`config.mk`:
```
export PLATFORM = sky130hd
export DESIGN_NAME = pkes_queue
export DESIGN_NICKNAME = d
export VERILOG_FILES = /design/src/hdl/pkes_pkg.sv /design/src/hdl/pkes_queue.sv
export SDC_FILE = /design/constraint.sdc
export NUM_CORES = 1
export LEC_CHECK = 0
export BUFFER_PORTS_ARGS = -buffer_cell sky130_fd_sc_hd__clkbuf_2
export CAP_MARGIN = 10
export CORE_AREA = 4 4 442 444
export DETAILED_ROUTE_END_ITERATION = 7
export DIE_AREA = 0 0 446 448
export PLACE_DENSITY = 0.49
export SYNTH_ARGS = -nofsm -noshare
export SYNTH_HDL_FRONTEND = slang
export SYNTH_SLANG_ARGS = --single-unit
```
`constraint.sdc`:
```
create_clock -name i_clk -period 33.4 [get_ports i_clk]
set_input_delay 3.34 -clock i_clk [delete_from_list [all_inputs] [get_ports i_clk]]
set_output_delay 3.34 -clock i_clk [all_outputs]
set_load 0.01 [all_outputs]
```
`src/hdl/pkes_pkg.sv`:
```
// ----------------------------------------------------------------------------
// pkes_pkg
// Shared types and constants of the kinetic energy sum unit.
// ----------------------------------------------------------------------------
package pkes_pkg;

    localparam int NUM_COEF   = 12;
    localparam int CELL_REQ_W = 12;

    localparam logic CMD_LOAD     = 1'b0;
    localparam logic CMD_PARTICLE = 1'b1;

    localparam logic CFG_CHARGE_STEP = 1'b0;
    localparam logic CFG_MASS        = 1'b1;

    typedef struct packed {
        logic [NUM_COEF-1:0][31:0] coef;
        logic [2:0][15:0]          off;
        logic [2:0][31:0]          mom;
        logic [31:0]               weight;
        logic                      last;
    } t_particle;

endpackage

```
`src/hdl/pkes_queue.sv`:
```
// ----------------------------------------------------------------------------
// pkes_queue
// Two-entry queue of fetched particles between front and back.
// ----------------------------------------------------------------------------
module pkes_queue import pkes_pkg::*; (
    input  logic      i_clk,
    input  logic      i_rst_n,
    input  logic      i_valid,
    output logic      o_ready,
    input  t_particle i_item,
    output logic      o_valid,
    input  logic      i_ready,
    output t_particle o_item
);

    t_particle  r_mem [2];
    logic       r_wp;
    logic       r_rp;
    logic [1:0] r_cnt;
    logic       w_push;
    logic       w_pop;

    assign o_ready = (r_cnt != 2'd2);
    assign o_valid = (r_cnt != 2'd0);
    assign o_item  = r_mem[r_rp];
    assign w_push  = i_valid && o_ready;
    assign w_pop   = o_valid && i_ready;

    always_ff @(posedge i_clk) begin
        if (!i_rst_n) begin
            r_wp  <= 1'b0;
            r_rp  <= 1'b0;
            r_cnt <= 2'd0;
        end else begin
            if (w_push) begin
                r_wp <= !r_wp;
            end
            if (w_pop) begin
                r_rp <= !r_rp;
            end
            r_cnt <= r_cnt + 2'(w_push) - 2'(w_pop);
        end
    end

    always_ff @(posedge i_clk) begin
        if (w_push) begin
            r_mem[r_wp] <= i_item;
        end
    end

endmodule

```
==> summary.txt, run 1 <==
Clocking
  – Number of levels in the clock H-tree: 3
  – Clock transition at the register clock pins on the worst setup and hold paths after CTS: around 60 ps
  – Number of sinks driven by the clock tree: around 1,100
  – Clock tree from TritonCTS: done
  – Number of buffers created by CTS: roughly 120
  – Cts-stage hold buffer count: 0
  – Clock insertion delay at the later pin of the skew report: 760 ps
  – Post-CTS Setup Repair Bufs: 0
  – Post-CTS resize count: 0
  – Clock root cell: sky130_fd_sc_hd__clkbuf_16
  – Clk buf depth: 3

Synth
  – Yosys warning total: 0
  – Count of state elements after synthesis: approximately 1,100
  – Post-synthesis sequential area ratio: 0.8287
  – Portion of synthesized cell area occupied by the leading cell type: 0.8262
  – Post-synth cell types: 25
  – Post-synthesis net count: about 2,300
  – Ranking of synthesized cells by area: sky130_fd_sc_hd__edfxtp_1 83%, sky130_fd_sc_hd__mux2_2 15%, sky130_fd_sc_hd__buf_6 0.88%
  – Netlist Area Pre-Place: around 0.041 mm2
  – Post-Syn Instances: ~1,800
  – Mean cell area of the mapped netlist: between 20 and 25 um2
  – Post-synthesis cell type with the largest combined area: sky130_fd_sc_hd__edfxtp_1

STA
  – Final setup violation count: 0
  – Final count of hold timing violations: 0
  – Fin. max-slew vios: 0
  – Shortest clock period the worst path allows after layout: between 8000 and 9000 ps
  – Hold slack: 513.7 ps
  – Worst slew pin tran: around 1200 ps
  – Worst-case headroom to the max-slew limit: 0.1687
  – Setup repair after global routing missed its margin: false
  – Clock skew after layout: ~74 ps
  – Top achievable clock speed: roughly 110 MHz
  – Setup TNS: 0 ps
  – Final worst path period share: 0.2642

Final layout
  – Net count of the finished layout: about 3,600
  – Footprint of the multi-input gates: roughly 0.0065 mm2
  – Fraction of final layout cells with drive strength greater than 1: 0.6030
  – Layout overhead on the synthesized area: 30.74%
  – Final core utilization: 0.2783
  – Final std cell area, no fill: approximately 0.053 mm2
  – # fillers: approximately 19,000
  – Sequential standard cell area: 0.03380 mm2

Critical path
  – Category of the worst setup path launch point: flop
  – Delay-heaviest family, CP: buffers and inverters
  – Worst EP arrival: ~5500 ps
  – CP dominant cell by count: sky130_fd_sc_hd__buf_4
  – Biggest fanout along the worst timing path: 70
  – Crit end category: primary output
  – Critical path data required time: between 30,000 and 40,000 ps
  – Crit-path cells: buf_4 -> buf_4 -> buf_4 -> buf_4 -> mux2_2 -> clkbuf_2
  – CP Buf/Inv Count: 5
  – CP max stage cell: sky130_fd_sc_hd__dfxtp_4
  – Max stage delay on crit path: roughly 910 ps
  – Class of the most critical setup path: flop to primary output

Floorplanning
  – # IOs: between 1,000 and 1,500
  – Total core area: between 0.15 and 0.2 mm2
  – Die Wd: 446 um
  – Std cell rows: approximately 160
  – Height of the chip: approximately 450 um
  – Effective utilization at floorplan: 0.2129
  – Die Outline Area: roughly 0.2 mm2

Run status
  – Outcome: completed

Global route
  – Global-route wire length before repair: around 180,000 um
  – Via count of the first global-routing pass: about 22,000
  – Overall fraction of global-route tracks in use: 0.1288
  – Largest net degree at the start of global routing: between 100 and 150
  – Total gr overflow: 0
  – Number of antenna violations at the first check in global routing: 39

Drt
  – Number of detailed-route iterations in the first pass: 5
  – Routed via count: 21,658
  – Detail Route Antenna Nets: 0
  – Via density per instance: slightly below 4
  – Residual DRC count: 0
  – Routed wire length: about 140,000 um
  – Number of violations reported at the end of detailed-routing iteration 0: between 1,000 and 1,500
  – Average wire length per cell after detail routing: roughly 24 um

Placement
  – Post-detailed-placement cell area: 0.04929 mm2
  – Post-DP HPWL: 103,100 um
  – Placer congestion estimate: ~0.86
  – Number of buffers inserted by port buffering: about 1,100

Power and ir drop
  – Leakage power total: a little under 20 nW
  – Power density over the cells: 72.65 mW/mm2
  – Peak supply drop: between 0.04 and 0.05 mV

Worst hold path
  – Hold/Removal Path Class: flop to flop

Job
  – Max Cap Viol: 0
==> through the flow <==
step	power [mW]	instances	worst slack, ps
after global placement	2.578	5390	24630
after detailed placement	2.580	5390	24610
after global routing	4.045	5624	24230
after CTS	3.947	5614	24390
final	3.873	5626	24580
after floorplan	2.297	1775	16300
==> layout make-up <==
class | count | share of cell area
multi-input cells | 584 | 0.1214
inverters | 2 | 0.0002816
diodes | 12 | 0.0005632
well taps | 2526 | 0.05928
flip-flops and latches | 1127 | 0.6339
clock inverters | 86 | 0.01692
clock buffers | 138 | 0.05799
repair buffers | 1151 | 0.1096
==> metal layers <==
layer / share of wire / track usage / vias to the layer above / routed length [um]
met5: 0.00038 / 0 / - / 52
met4: 0.025 / 0.04217 / 8 / 3455
met3: 0.075 / 0.04174 / 203 / 10160
met2: 0.51 / 0.2255 / 791 / 69640
met1: 0.39 / 0.1489 / 11047 / 52340
li1: - / - / 9609 / -
==> registers in the layout (all words and copies together) (netlist names), named ones only <==
signal	count
r_rp	1
r_mem	1122
r_cnt	2
r_wp	1
==> cell families (layout without fill, tap and decap cells) <==
kind of cell             Yosys count  in the layout  share of synthesized area
flip-flops                      1127           1127                     0.8287
buffers and inverters             64           1377                    0.01270
multiplexers                     561            561                     0.1549
other                              0             12                          0
AO/OA/AOI/OAI                      6              6                   0.001074
adder cells (fa/ha/maj)            1              1                  0.0003068
XOR/XNOR                           1              1                  0.0002148
AND/OR/NAND/NOR                   15             15                   0.002117
==> cells in the mapped netlist, drive strengths merged <==
master,n
edfxtp,1122
mux2,561
buf,62
dfxtp,5
nor2,4
and3,2
inv,2
o21ai,2
a21bo,1
a21oi,1
and2,1
ha,1
nand2b,1
nand3,1
nand3b,1
nor2b,1
nor3,1
nor4,1
nor4bb,1
o21ba,1
o31a,1
or2,1
xor2,1
==> cells in the final DEF, fill, tap and decap left out, types with 2 or more instances in the layout <==
master                       synthesis  routed
sky130_fd_sc_hd__dfxtp_1             5       4
sky130_fd_sc_hd__clkinvlp_4          0       5
sky130_fd_sc_hd__clkinv_1            0      32
sky130_fd_sc_hd__o21ai_0             2       2
sky130_fd_sc_hd__inv_6               0       7
sky130_fd_sc_hd__buf_12              0       2
sky130_fd_sc_hd__bufinv_16           0      15
sky130_fd_sc_hd__clkinv_16           0       3
sky130_fd_sc_hd__edfxtp_1         1122    1122
sky130_fd_sc_hd__buf_4               0      22
sky130_fd_sc_hd__mux2_1             31      31
sky130_fd_sc_hd__diode_2             0      12
sky130_fd_sc_hd__clkbuf_2            0    1127
sky130_fd_sc_hd__clkinv_2            0      21
sky130_fd_sc_hd__clkbuf_16           0     121
sky130_fd_sc_hd__clkbuf_1            0      17
sky130_fd_sc_hd__nor2_1              4       4
sky130_fd_sc_hd__mux2_2            530     530
sky130_fd_sc_hd__clkinv_4            0       2
==> worst paths after layout <==
check	startpoint	to	slack, ps	depth (start not counted)
worst max-delay path	flop	o_item[539]	24580	6
worst min register to register	r_rp$_SDFFE_PN0P_	flop	510	2
worst min-delay path	r_rp$_SDFFE_PN0P_	flop	510	2
worst max register to register	r_cnt[0]$_SDFF_PN0_	r_mem[1][477]$_DFFE_PP_	27630	7
==> power breakdown <==
| group | switching [mW] | internal (mW) |
|---|---|---|
| sequential | 0.0390 | 1.72 |
| clock | 0.565 | 0.780 |
| combinational | 0.456 | 0.314 |
| total | 1.06 | 2.81 |
==> worst min-delay path: stages, from the launching register on <==
cell	delay, ps
sky130_fd_sc_hd__dfxtp_1	320
sky130_fd_sc_hd__xor2_1	80
sky130_fd_sc_hd__nor2_1	80
(Power assumes the default switching activity.)
==> inputs of run 2 (changes only) <==
==> constraint.sdc (replaced) <==
create_clock -name i_clk -period 8.4 [get_ports i_clk]
set_input_delay 0.84 -clock i_clk [delete_from_list [all_inputs] [get_ports i_clk]]
set_output_delay 0.84 -clock i_clk [all_outputs]
set_load 0.01 [all_outputs]
==> run 2 against run 1 <==
Compared with the run above: wire length is 2.9% higher; clock power grew to 4.1 times the previous value; die area stayed put; via count is 2.1% higher; worst hold slack worse by 240 ps; final cell count is 0.18% higher; flip-flop and latch count stayed put; global-route usage is 0.40 points higher; critical path type unchanged; largest power group unchanged.
==> summary.txt, run 2 (synthesized netlist as in run 1, its figures left out) <==
Job
  – Max Cap Viol: 0

Drt
  – Number of violations reported at the end of detailed-routing iteration 0: between 1,000 and 1,500
  – Average wire length per cell after detail routing: around 25 um
  – Via density per instance: just under 4
  – Detail Route Antenna Nets: 0
  – Residual DRC count: 0
  – Routed wire length: between 100,000 and 150,000 um
  – Routed via count: about 22,000
  – Number of detailed-route iterations in the first pass: 5

Floorplanning
  – # IOs: approximately 1,100
  – Die Outline Area: between 0.15 and 0.2 mm2
  – Total core area: ~0.19 mm2
  – Effective utilization at floorplan: 0.2129
  – Std cell rows: ~160
  – Die Wd: around 450 um
  – Height of the chip: between 400 and 500 um

Power and ir drop
  – Peak supply drop: ~0.18 mV
  – Leakage power total: slightly below 20 nW
  – Power density over the cells: ~290 mW/mm2

Clocking
  – Cts-stage hold buffer count: 0
  – Clock transition at the register clock pins on the worst setup and hold paths after CTS: 60 ps
  – Clock root cell: sky130_fd_sc_hd__clkbuf_16
  – Clk buf depth: 3
  – Number of sinks driven by the clock tree: approximately 1,100
  – Clock tree from TritonCTS: done
  – Post-CTS resize count: 0
  – Post-CTS Setup Repair Bufs: 0
  – Number of buffers created by CTS: 130
  – Clock insertion delay at the later pin of the skew report: about 760 ps
  – Number of levels in the clock H-tree: 4

STA
  – PnR worst setup slack: around 4000 ps
  – Worst-case headroom to the max-slew limit: 0.2925
  – Final count of hold timing violations: 0
  – Clock skew after layout: approximately 35 ps
  – Final worst path period share: 0.5272
  – Top achievable clock speed: between 200 and 250 MHz
  – Setup repair after global routing missed its margin: false
  – Shortest clock period the worst path allows after layout: ~4400 ps
  – Final setup violation count: 0
  – Worst slew pin tran: approximately 1100 ps
  – Fin. max-slew vios: 0
  – Hold slack: 270.5 ps

Final layout
  – Register containing the most flip-flops in the final layout: r_mem
  – # fillers: ~19,000
  – Top library cells by usage in the layout, fill and taps aside: 1,127 x sky130_fd_sc_hd__clkbuf_2, 1,122 x sky130_fd_sc_hd__edfxtp_1, 530 x sky130_fd_sc_hd__mux2_2, 134 x sky130_fd_sc_hd__clkbuf_16, 33 x sky130_fd_sc_hd__clkbuf_1
  – Number of standard cells in the layout, taps in and fillers out: between 5,000 and 6,000
  – Net count of the finished layout: about 3,600
  – Biggest regs: r_mem: 1122 flops, r_cnt: 2 flops
  – Most frequent standard cell in the layout excluding fill and tap cells: sky130_fd_sc_hd__clkbuf_2
  – Layout overhead on the synthesized area: 31.37%
  – Largest register FFs: ~1,100
  – Fraction of final layout cells with drive strength greater than 1: 0.6014
  – Final core utilization: 0.2796
  – Sequential standard cell area: 0.03380 mm2
  – Footprint of the multi-input gates: 0.006474 mm2

Placement
  – Number of buffers inserted by port buffering: about 1,100
  – DP Worst Slack: about 4700 ps
  – Placed insts: between 5,000 and 6,000
  – Post-DP HPWL: roughly 110,000 um
  – Placer congestion estimate: just under 0.9

Global route
  – Via count of the first global-routing pass: ~23,000
  – Number of antenna violations at the first check in global routing: 64
  – Global-route wire length before repair: around 180,000 um
  – Largest net degree at the start of global routing: roughly 150
  – Total gr overflow: 0
  – Overall fraction of global-route tracks in use: 0.1328

Critical path
  – Max stage delay on crit path: 760 ps
  – Class of the most critical setup path: flop to primary output
  – Category of the worst setup path launch point: flop
  – Critical path data required time: roughly 7600 ps
  – Worst EP arrival: between 3000 and 4000 ps
  – Biggest fanout along the worst timing path: between 100 and 150
  – CP max stage cell: sky130_fd_sc_hd__dfxtp_4
  – Crit end category: primary output
  – Crit-path cells: buf_12 -> buf_4 -> mux2_2 -> clkbuf_2

Worst hold path
  – Hold/Removal Path Class: primary input to flop

Run status
  – Outcome: completed
## run 2: changes by cell type in the layout (fill, tap and decap cells not counted), sizes merged
cell    previous run  this run
inv               10        12
buf               24        21
diode             12        19
clkinv            58        38
bufinv            15        10
clkbuf          1265      1294
## run 2: worst paths after layout
path | endpoint | slack (ps) | from | cells after the start
worst max-delay path | o_item[310] | 3970 | flop | 4
worst min-delay path | r_mem[0][331]$_DFFE_PP_ | 270 | i_item[331] | 1
worst min register to register | r_rp$_SDFFE_PN0P_ | 500 | r_rp$_SDFFE_PN0P_ | 2
worst max register to register | r_mem[1][545]$_DFFE_PP_ | 5330 | r_cnt[0]$_SDFF_PN0_ | 4
## run 2: final cells by class
| cell class | count | area share |
|---|---|---|
| inverters | 2 | 0.0002102 |
| clock buffers | 167 | 0.06491 |
| clock inverters | 63 | 0.01226 |
| repair buffers | 1148 | 0.1110 |
| multi-input cells | 584 | 0.1208 |
| flip-flops and latches | 1127 | 0.6309 |
| well taps | 2526 | 0.05900 |
| diodes | 19 | 0.0008875 |
## run 2: through the flow
step	power [mW]	TNS, ps	instance area (um2)
floorplan	8.990	-780970	40780
global placement	10.30	0	49390
detailed placement	10.30	0	49390
CTS	15.91	0	53520
global route	16.30	0	53550
finish	15.64	0	53570
## run 2: per-layer routing
layer,share of wire,routed length [um],up-vias,global-route usage
li1,-,-,9638,-
met1,0.38,52870,11325,0.1509
met2,0.51,71280,881,0.2297
met3,0.076,10600,264,0.04413
met4,0.034,4764,14,0.05404
met5,0.00057,80,-,0
## run 2: critical path, delay by kind of cell (launching register included)
family / cells / cell delay, ps
buf+inv: 3 / 1380
flops: 1 / 760
mux: 1 / 410
## run 2: power breakdown
group / internal [mW] / switching [mW] / leakage (nW)
sequential: 6.83 / 0.133 / 10.5
clock: 3.25 / 2.27 / 2.00
combinational: 1.27 / 1.88 / 6.94
